### src/hw/rtl/mtrd_pkg.sv
package mtrd_pkg;

    // ring geometry
    localparam int RING_COUNT = 2;
    localparam int RING_DEPTH = 16;
    localparam int RING_W     = (RING_COUNT > 1) ? $clog2(RING_COUNT) : 1;
    localparam int PTR_W      = $clog2(RING_DEPTH);
    localparam int MEM_DEPTH  = RING_COUNT * RING_DEPTH;
    localparam int MEM_AW     = $clog2(MEM_DEPTH);

    // command queue between front and back
    localparam int CMD_FIFO_DEPTH = 2;
    localparam int CMD_FIFO_AW    = $clog2(CMD_FIFO_DEPTH);

    // register port
    localparam int CFG_AW = 3;
    localparam int CFG_DW = 32;
    localparam logic REG_HEADER_BASE = 1'b0;
    localparam logic REG_TRACE_BASE  = 1'b1;

    // dump layout
    localparam logic [15:0] ADDR_STEP   = 16'd2;
    localparam logic [1:0]  HDR_LAST    = 2'd2;

    // input opcodes
    localparam logic [1:0] OP_WRITE  = 2'd0;
    localparam logic [1:0] OP_TAGGED = 2'd1;
    localparam logic [1:0] OP_DUMP   = 2'd2;

    typedef struct packed {
        logic [1:0]  opcode;
        logic [3:0]  channel;
        logic [15:0] value;
        logic [15:0] tag;
    } trace_in_t;

    typedef struct packed {
        logic [15:0] store_address;
        logic [15:0] store_word;
        logic        last;
    } store_out_t;

    typedef enum logic [1:0] {
        CMD_WRITE  = 2'd0,
        CMD_TAGGED = 2'd1,
        CMD_DUMP   = 2'd2
    } cmd_kind_t;

    typedef struct packed {
        cmd_kind_t         kind;
        logic [RING_W-1:0] ring;
        logic [15:0]       value;
        logic [15:0]       tag;
    } cmd_t;

endpackage

### src/hw/rtl/mtrd_front.sv
module mtrd_front
    import mtrd_pkg::*;
(
    input  logic      trace_valid,
    output logic      trace_ready,
    input  trace_in_t trace,
    input  logic      fifo_full,
    output logic      push,
    output cmd_t      cmd
);

    logic ch_ok;

    // channel range check, one bit wider so a full count of 16 compares right
    assign ch_ok = ({1'b0, trace.channel} < 5'(RING_COUNT));

    assign trace_ready = !fifo_full;

    // classify; bad channels and unused opcodes are dropped here
    always_comb
    begin
        cmd.ring  = trace.channel[RING_W-1:0];
        cmd.value = trace.value;
        cmd.tag   = trace.tag;
        cmd.kind  = CMD_WRITE;
        push      = 1'b0;
        case (trace.opcode)
            OP_WRITE:
            begin
                cmd.kind = CMD_WRITE;
                push     = trace_valid && !fifo_full && ch_ok;
            end
            OP_TAGGED:
            begin
                cmd.kind = CMD_TAGGED;
                push     = trace_valid && !fifo_full && ch_ok;
            end
            OP_DUMP:
            begin
                cmd.kind = CMD_DUMP;
                push     = trace_valid && !fifo_full;
            end
            default:
            begin
                cmd.kind = CMD_WRITE;
                push     = 1'b0;
            end
        endcase
    end

endmodule

### src/hw/rtl/mtrd_cmd_fifo.sv
module mtrd_cmd_fifo
    import mtrd_pkg::*;
(
    input  logic clk,
    input  logic rst_n,
    input  logic push,
    input  cmd_t push_cmd,
    output logic full,
    input  logic pop,
    output cmd_t pop_cmd,
    output logic pop_valid
);

    cmd_t                   entry_reg [CMD_FIFO_DEPTH];
    logic [CMD_FIFO_AW-1:0] wr_ptr_reg, wr_ptr_next;
    logic [CMD_FIFO_AW-1:0] rd_ptr_reg, rd_ptr_next;
    logic [CMD_FIFO_AW:0]   count_reg, count_next;

    assign full      = (count_reg == (CMD_FIFO_AW+1)'(CMD_FIFO_DEPTH));
    assign pop_valid = (count_reg != '0);
    assign pop_cmd   = entry_reg[rd_ptr_reg];

    // pointer and fill update
    always_comb
    begin
        wr_ptr_next = wr_ptr_reg;
        rd_ptr_next = rd_ptr_reg;
        count_next  = count_reg;
        if (push)
        begin
            wr_ptr_next = (wr_ptr_reg == CMD_FIFO_AW'(CMD_FIFO_DEPTH - 1)) ?
                          '0 : wr_ptr_reg + 1'b1;
        end
        if (pop && pop_valid)
        begin
            rd_ptr_next = (rd_ptr_reg == CMD_FIFO_AW'(CMD_FIFO_DEPTH - 1)) ?
                          '0 : rd_ptr_reg + 1'b1;
        end
        case ({push, pop && pop_valid})
            2'b10:   count_next = count_reg + 1'b1;
            2'b01:   count_next = count_reg - 1'b1;
            default: count_next = count_reg;
        endcase
    end

    always_ff @(posedge clk or negedge rst_n)
    begin
        if (!rst_n)
        begin
            wr_ptr_reg <= '0;
            rd_ptr_reg <= '0;
            count_reg  <= '0;
        end
        else
        begin
            wr_ptr_reg <= wr_ptr_next;
            rd_ptr_reg <= rd_ptr_next;
            count_reg  <= count_next;
        end
    end

    // entry storage
    always_ff @(posedge clk)
    begin
        if (push)
        begin
            entry_reg[wr_ptr_reg] <= push_cmd;
        end
    end

endmodule

### src/hw/rtl/mtrd_back.sv
module mtrd_back
    import mtrd_pkg::*;
(
    input  logic        clk,
    input  logic        rst_n,
    input  logic        cmd_valid,
    input  cmd_t        cmd,
    output logic        cmd_pop,
    input  logic [15:0] header_base,
    input  logic [15:0] trace_base,
    output logic        store_valid,
    input  logic        store_ready,
    output store_out_t  store
);

    typedef enum logic [4:0] {
        ST_IDLE = 5'b00001,
        ST_TAG  = 5'b00010,
        ST_HDR  = 5'b00100,
        ST_READ = 5'b01000,
        ST_LOAD = 5'b10000
    } back_state_t;

    function automatic logic [PTR_W-1:0] ptr_inc(input logic [PTR_W-1:0] p);
        ptr_inc = (p == PTR_W'(RING_DEPTH - 1)) ? '0 : p + 1'b1;
    endfunction

    function automatic logic [MEM_AW-1:0] mem_index(input logic [RING_W-1:0] r,
                                                    input logic [PTR_W-1:0] p);
        mem_index = MEM_AW'(r) * MEM_AW'(RING_DEPTH) + MEM_AW'(p);
    endfunction

    back_state_t       state_reg, state_next;
    logic [15:0]       hold_reg, hold_next;
    logic [RING_W-1:0] ring_reg, ring_next;
    logic [PTR_W-1:0]  pos_reg, pos_next;
    logic [PTR_W-1:0]  cnt_reg, cnt_next;
    logic [1:0]        hdr_reg, hdr_next;
    logic [15:0]       addr_reg, addr_next;
    store_out_t        store_reg, store_next;
    logic              store_valid_reg, store_valid_next;

    logic [15:0]          ring_mem_reg [MEM_DEPTH];
    logic [MEM_DEPTH-1:0] valid_reg;
    logic [PTR_W-1:0]     wp_reg [RING_COUNT];
    logic [15:0]          rdata_reg;
    logic                 rvalid_reg;

    logic              slot_free;
    logic              mem_we;
    logic [15:0]       mem_wdata;
    logic              mem_re;
    logic [MEM_AW-1:0] mem_raddr;
    logic [RING_W-1:0] ptr_sel;
    logic [PTR_W-1:0]  wp_sel;
    logic [PTR_W-1:0]  rd_pos;
    logic              final_word;
    logic [15:0]       hdr_word;

    assign slot_free   = !store_valid_reg || store_ready;
    assign store_valid = store_valid_reg;
    assign store       = store_reg;

    // one pointer read port: command ring when idle, held ring otherwise
    assign ptr_sel    = (state_reg == ST_IDLE) ? cmd.ring : ring_reg;
    assign wp_sel     = wp_reg[ptr_sel];
    assign rd_pos     = (cnt_reg == '0) ? wp_sel : pos_reg;
    assign mem_raddr  = mem_index(ring_reg, rd_pos);
    assign final_word = (ring_reg == RING_W'(RING_COUNT - 1)) &&
                        (cnt_reg == PTR_W'(RING_DEPTH - 1));

    // header words: trace base, ring count, ring depth
    always_comb
    begin
        case (hdr_reg)
            2'd0:    hdr_word = trace_base;
            2'd1:    hdr_word = 16'(RING_COUNT);
            default: hdr_word = 16'(RING_DEPTH);
        endcase
    end

    // sequencer
    always_comb
    begin
        state_next       = state_reg;
        hold_next        = hold_reg;
        ring_next        = ring_reg;
        pos_next         = pos_reg;
        cnt_next         = cnt_reg;
        hdr_next         = hdr_reg;
        addr_next        = addr_reg;
        store_next       = store_reg;
        store_valid_next = store_valid_reg && !store_ready;
        cmd_pop          = 1'b0;
        mem_we           = 1'b0;
        mem_wdata        = cmd.value;
        mem_re           = 1'b0;
        case (state_reg)
            ST_IDLE:
            begin
                if (cmd_valid)
                begin
                    cmd_pop = 1'b1;
                    case (cmd.kind)
                        CMD_WRITE:
                        begin
                            mem_we    = 1'b1;
                            mem_wdata = cmd.value;
                        end
                        CMD_TAGGED:
                        begin
                            mem_we     = 1'b1;
                            mem_wdata  = cmd.tag;
                            hold_next  = cmd.value;
                            ring_next  = cmd.ring;
                            state_next = ST_TAG;
                        end
                        CMD_DUMP:
                        begin
                            hdr_next   = '0;
                            ring_next  = '0;
                            cnt_next   = '0;
                            addr_next  = trace_base;
                            state_next = ST_HDR;
                        end
                        default:
                        begin
                            state_next = ST_IDLE;
                        end
                    endcase
                end
            end
            ST_TAG:
            begin
                mem_we     = 1'b1;
                mem_wdata  = hold_reg;
                state_next = ST_IDLE;
            end
            ST_HDR:
            begin
                if (slot_free)
                begin
                    store_next.store_address = header_base + {13'd0, hdr_reg, 1'b0};
                    store_next.store_word    = hdr_word;
                    store_next.last          = 1'b0;
                    store_valid_next         = 1'b1;
                    hdr_next                 = hdr_reg + 1'b1;
                    if (hdr_reg == HDR_LAST)
                    begin
                        state_next = ST_READ;
                    end
                end
            end
            ST_READ:
            begin
                mem_re     = 1'b1;
                pos_next   = ptr_inc(rd_pos);
                state_next = ST_LOAD;
            end
            ST_LOAD:
            begin
                if (slot_free)
                begin
                    store_next.store_address = addr_reg;
                    store_next.store_word    = rvalid_reg ? rdata_reg : 16'd0;
                    store_next.last          = final_word;
                    store_valid_next         = 1'b1;
                    addr_next                = addr_reg + ADDR_STEP;
                    if (cnt_reg == PTR_W'(RING_DEPTH - 1))
                    begin
                        cnt_next  = '0;
                        ring_next = ring_reg + 1'b1;
                    end
                    else
                    begin
                        cnt_next = cnt_reg + 1'b1;
                    end
                    state_next = final_word ? ST_IDLE : ST_READ;
                end
            end
            default:
            begin
                state_next = ST_IDLE;
            end
        endcase
    end

    always_ff @(posedge clk or negedge rst_n)
    begin
        if (!rst_n)
        begin
            state_reg       <= ST_IDLE;
            store_valid_reg <= 1'b0;
            ring_reg        <= '0;
            pos_reg         <= '0;
            cnt_reg         <= '0;
            hdr_reg         <= '0;
        end
        else
        begin
            state_reg       <= state_next;
            store_valid_reg <= store_valid_next;
            ring_reg        <= ring_next;
            pos_reg         <= pos_next;
            cnt_reg         <= cnt_next;
            hdr_reg         <= hdr_next;
        end
    end

    // payload registers
    always_ff @(posedge clk)
    begin
        hold_reg  <= hold_next;
        addr_reg  <= addr_next;
        store_reg <= store_next;
    end

    // write pointers and entry valid bits
    always_ff @(posedge clk or negedge rst_n)
    begin
        if (!rst_n)
        begin
            valid_reg <= '0;
            for (int i = 0; i < RING_COUNT; i++)
            begin
                wp_reg[i] <= '0;
            end
        end
        else if (mem_we)
        begin
            valid_reg[mem_index(ptr_sel, wp_sel)] <= 1'b1;
            wp_reg[ptr_sel] <= ptr_inc(wp_sel);
        end
    end

    // ring memory, registered read
    always_ff @(posedge clk)
    begin
        if (mem_we)
        begin
            ring_mem_reg[mem_index(ptr_sel, wp_sel)] <= mem_wdata;
        end
        if (mem_re)
        begin
            rdata_reg  <= ring_mem_reg[mem_raddr];
            rvalid_reg <= valid_reg[mem_raddr];
        end
    end

endmodule

### src/hw/rtl/multichannel_trace_ring_dump.sv
// Trace writes: one word per cycle while the queue is not full; a tagged write holds the
// back end in ST_TAG to write the value after the tag. Results come only from a dump:
// 3 header words, then each ring word by a registered memory read and an output load.
// With the queue empty, the first header word passes the queue, ST_HDR and store registers.
// Reset (rst_n low, asynchronous) empties the queue, zeroes pointers and control registers,
// and marks every ring entry unwritten so it reads as zero.
module multichannel_trace_ring_dump
    import mtrd_pkg::*;
(
    input  logic              clk,
    input  logic              rst_n,
    input  logic              psel,
    input  logic              penable,
    input  logic              pwrite,
    input  logic [CFG_AW-1:0] paddr,
    input  logic [CFG_DW-1:0] pwdata,
    output logic [CFG_DW-1:0] prdata,
    output logic              pready,
    input  logic              trace_valid,
    output logic              trace_ready,
    input  trace_in_t         trace,
    output logic              store_valid,
    input  logic              store_ready,
    output store_out_t        store
);

    logic [15:0] header_base_reg;
    logic [15:0] trace_base_reg;
    logic        cfg_write;
    logic        fifo_full;
    logic        push;
    cmd_t        push_cmd;
    logic        cmd_pop;
    logic        cmd_valid;
    cmd_t        cmd;

    // register port
    assign pready    = 1'b1;
    assign cfg_write = psel && penable && pwrite;

    always_ff @(posedge clk or negedge rst_n)
    begin
        if (!rst_n)
        begin
            header_base_reg <= '0;
            trace_base_reg  <= '0;
        end
        else if (cfg_write)
        begin
            case (paddr[2])
                REG_HEADER_BASE: header_base_reg <= pwdata[15:0];
                REG_TRACE_BASE:  trace_base_reg  <= pwdata[15:0];
                default:         header_base_reg <= header_base_reg;
            endcase
        end
    end

    always_comb
    begin
        case (paddr[2])
            REG_HEADER_BASE: prdata = {16'd0, header_base_reg};
            REG_TRACE_BASE:  prdata = {16'd0, trace_base_reg};
            default:         prdata = '0;
        endcase
    end

    mtrd_front u_front (
        .trace_valid (trace_valid),
        .trace_ready (trace_ready),
        .trace       (trace),
        .fifo_full   (fifo_full),
        .push        (push),
        .cmd         (push_cmd)
    );

    mtrd_cmd_fifo u_fifo (
        .clk       (clk),
        .rst_n     (rst_n),
        .push      (push),
        .push_cmd  (push_cmd),
        .full      (fifo_full),
        .pop       (cmd_pop),
        .pop_cmd   (cmd),
        .pop_valid (cmd_valid)
    );

    mtrd_back u_back (
        .clk         (clk),
        .rst_n       (rst_n),
        .cmd_valid   (cmd_valid),
        .cmd         (cmd),
        .cmd_pop     (cmd_pop),
        .header_base (header_base_reg),
        .trace_base  (trace_base_reg),
        .store_valid (store_valid),
        .store_ready (store_ready),
        .store       (store)
    );

endmodule

### config.mk
export PLATFORM = sky130hd
export DESIGN_NAME = multichannel_trace_ring_dump
export DESIGN_NICKNAME = d
export VERILOG_FILES = /design/src/hw/rtl/mtrd_pkg.sv /design/src/hw/rtl/mtrd_front.sv /design/src/hw/rtl/mtrd_cmd_fifo.sv /design/src/hw/rtl/mtrd_back.sv /design/src/hw/rtl/multichannel_trace_ring_dump.sv
export SDC_FILE = /design/constraint.sdc
export NUM_CORES = 1
export LEC_CHECK = 0
export ABC_AREA = 1
export ABC_CLOCK_PERIOD_IN_PS = 4680
export BUFFER_PORTS_ARGS = -buffer_cell sky130_fd_sc_hd__clkbuf_2
export CORE_MARGIN = 8
export CORE_UTILIZATION = 61
export CTS_CLUSTER_DIAMETER = 40
export DETAILED_ROUTE_END_ITERATION = 12
export HOLD_SLACK_MARGIN = 0.02
export PLACE_DENSITY = 0.79
export SLEW_MARGIN = 25
export SYNTH_ARGS = -nofsm -noshare
export SYNTH_HDL_FRONTEND = slang
export SYNTH_SLANG_ARGS = --single-unit
### constraint.sdc
create_clock -name clk -period 4.68 [get_ports clk]
set_input_delay 0.936 -clock clk [delete_from_list [all_inputs] [get_ports clk]]
set_output_delay 0.936 -clock clk [all_outputs]
set_load 0.005 [all_outputs]
==> flow_summary.toml <==
[run_status]
status = "finished, final reports clean"

[synthesis]
netlist_instances = 3240
synth_cell_types = 47
ys_warn_count = 0
synth_top_family_by_area = "simple AND/OR/NAND/NOR gates"
synth_flop_cell = "edfxtp_1"
synth_edf_count = 664
synth.area.mux_share_pct = 0.1797
syn_area_per_cell_sq_um = 10.32
yosys.area_share.adder_pct = 0.6962
synth_xor_area_share_pct = 0.3668
synth-seq-area-share_pct = 66.61
synth-compound-area-share_pct = 3.152
post_synth_and_or_nand_nor_area_fraction_pct = 21.75
synth_area_sq_mm = 0.03343
async_flop_share_pct = 12.29
synth-seq-cells = 757

[power]
ir_worst_vdd_mv = 1.092
power_density_mw_per_mm2 = 814.5
p_leak_uw = 0.01591
power.total_uw = 30680

[floorplanning]
die_w_um = 250.1
initial_core_util_pct = 61.15
io_pins = 148
row_count = 86
core-area_sq_mm = 0.05466
dieArea_sq_mm = 0.06255
die_y_um = 250.1

[clock_network]
cts-resized-gates = 0
clk_latency_ps = 640
numCtsBuffers = 90
path_clk_slew_ps = 60
root_buffer = "clkbuf_16"
htree_levels = 3
cts.path.max_buffers = 3
clkSinkCount = 757
post_cts_buffers = 0
ctsHoldBuffers = 0
cts_tree = "done"

[placed_design]
dpl.hpwl_um = 49290
place_area_sq_mm = 0.03477
place.port_buffers = 112
gp_congestion = 0.9137
dp.cells = 3961

[setup_path]
path_cells = "inv_1 -> buf_4 -> or2_2 -> o21ai_0 -> inv_1 -> ha_1 -> inv_1 -> nor2_1 -> inv_1 -> nor2_1 -> inv_1 -> nand2_1 -> o221ai_2 -> buf_4"
cp-start-kind = "flop"
r2r_end = "u_back.ring_mem_reg[2][2]"
reg2reg_slack_ps = 650
end_kind = "flop"
cp_max_fo = 32
reg2reg_depth = 14
slowest_stage = "nor2_1"
crit_top_cell = "inv_1"
arrival_ps = 4330
path_class = "reg2reg"
regToRegStartpoint = "u_fifo.rd_ptr_reg"
cp_slowest_stage_delay_ps = 670
cp.required_ps = 4980

[layout]
drive_gt1_share_pct = 11.48
n_antenna_cell = 0
largest_register_ffs = 512
fin_util_pct = 68.91
final_cells = 4127
nets = 3447
stdcell_area_sq_mm = 0.03767
final_common_cell = "nand2_1"
final_cell_mix = "nand2_1, edfxtp_1, nand3_1"
syn_to_final_growth_pct = 12.68

[routing]
drc_errors = 0
first_pass_iters = 6
drtIter0Drc = 3446
wire_per_inst_um = 21.29
ant_nets = 0
wl_um = 87860
vias = 24730
viasPerCell = 5.992

[grt]
met3_usage_pct = 5.255
grt_util_met2_pct = 45.07
grt_pass1_vias = 24620
antenna_found_initial = 0
grt_first_pass_wirelength_um = 134300
track_usage_pct = 27.29
use_met1_pct = 34.35
grt_overflow = 0
busiest_layer = "met2"
grt_max_degree = 138

[sta]
fin_skew_ps = 26.26
setup_tns_ps = 0
max-slew-margin-rel_pct = 32.70
hold_viol_final = 0
rsz0062_at_grt = "no"
fin_crit_sh_pct = 86.02
fmax_ghz = 0.2484
period_minus_slack_ps = 4026
tightest_slew_ps = 1010
maxSlewViolCount = 0
setup_violations = 0

[job]
maxCapViolCount = 0

[hold_path]
hold_class = "in2async"
==> cell families after synthesis <==
| logic type | count (synthesis) |
|---|---|
| other | 2 |
| DFF | 757 |
| and+or+nand+nor | 1680 |
| muxes | 6 |
| AOI/OAI and AO/OA | 194 |
| buffers and inverters | 569 |
| xor gates and xnor gates | 14 |
| adders and majority gates | 18 |
==> synthesized netlist by cell type (2+ instances only) <==
library cell | instances | area share [%]
or2_2 | 15 | 0.28
buf_1 | 6 | 0.067
inv_2 | 7 | 0.079
buf_6 | 2 | 0.067
nand2_2 | 4 | 0.075
buf_4 | 45 | 1.0
xor2_1 | 9 | 0.24
nand4_1 | 5 | 0.094
buf_2 | 74 | 1.1
ha_1 | 17 | 0.64
nor4_1 | 2 | 0.037
a21oi_1 | 34 | 0.51
o21ai_0 | 135 | 2.0
o31ai_1 | 5 | 0.11
nor3_1 | 6 | 0.090
nand3b_1 | 3 | 0.067
clkbuf_1 | 64 | 0.72
o221ai_1 | 5 | 0.13
o211ai_1 | 4 | 0.090
dfrtp_1 | 92 | 6.9
nor2_1 | 70 | 0.79
nand3_1 | 645 | 9.7
conb_1 | 2 | 0.022
nand2_1 | 912 | 10
xnor2_1 | 5 | 0.13
inv_1 | 370 | 4.2
o21ai_2 | 3 | 0.079
nand3_2 | 2 | 0.060
edfxtp_1 | 664 | 60
or2_1 | 9 | 0.17
mux2i_1 | 6 | 0.18
nor3_2 | 3 | 0.090
==> power breakdown <==
group | internal (uW) | leakage (uW) | switching [uW]
logic | 3440 | 0.00731 | 10500
clock network | 3930 | 0.00138 | 2820
registers | 9640 | 0.00721 | 301
==> layer usage <==
metal,share of wire [%],up-vias
li1,-,11050
met1,36,11800
met2,49,1619
met3,11,255
met4,4.5,0
met5,0,-
==> layout make-up <==
cell class	count	area, sq um
tap	704	880.8
sequential	757	22270
timing repair buffer	193	1284
inverter	378	1421
clock buffer	106	2354
multi-input combinational	1929	8912
clock inverter	60	546.8
fill	3641	17000
==> per-stage QoR <==
step	worst slack [ps]	hold slack, ps
floorplan	796.7	427.4
global placement	954.1	439.0
detailed placement	766.4	448.5
CTS	709.1	447.8
global route	410.5	472.0
finish	654.5	423.6
==> worst max path at each step <==
stage | startpoint | endpoint | slack [ps] | cells past startpoint
after detailed placement | u_fifo.rd_ptr_reg | u_back.ring_mem_reg[10][2] | 770 | 14
after global placement | u_fifo.rd_ptr_reg | u_back.ring_mem_reg[10][2] | 950 | 14
after CTS | u_fifo.rd_ptr_reg | u_back.ring_mem_reg[6][2] | 710 | 14
after floorplan | u_fifo.rd_ptr_reg | u_back.ring_mem_reg[0][10] | 800 | 11
final | u_fifo.rd_ptr_reg | u_back.ring_mem_reg[2][2] | 650 | 14
after global routing | u_fifo.rd_ptr_reg | u_back.ring_mem_reg[3][2] | 410 | 14
==> worst max-delay path: cells and delay by family (launching register included) <==
family                   cells  cell delay (ps)
buffers and inverters        7             1470
AND/OR/NAND/NOR              4             1330
flip-flops                   1              380
AO/OA/AOI/OAI                2              290
adder cells (fa/ha/maj)      1              180
(Power assumes the default switching activity.)
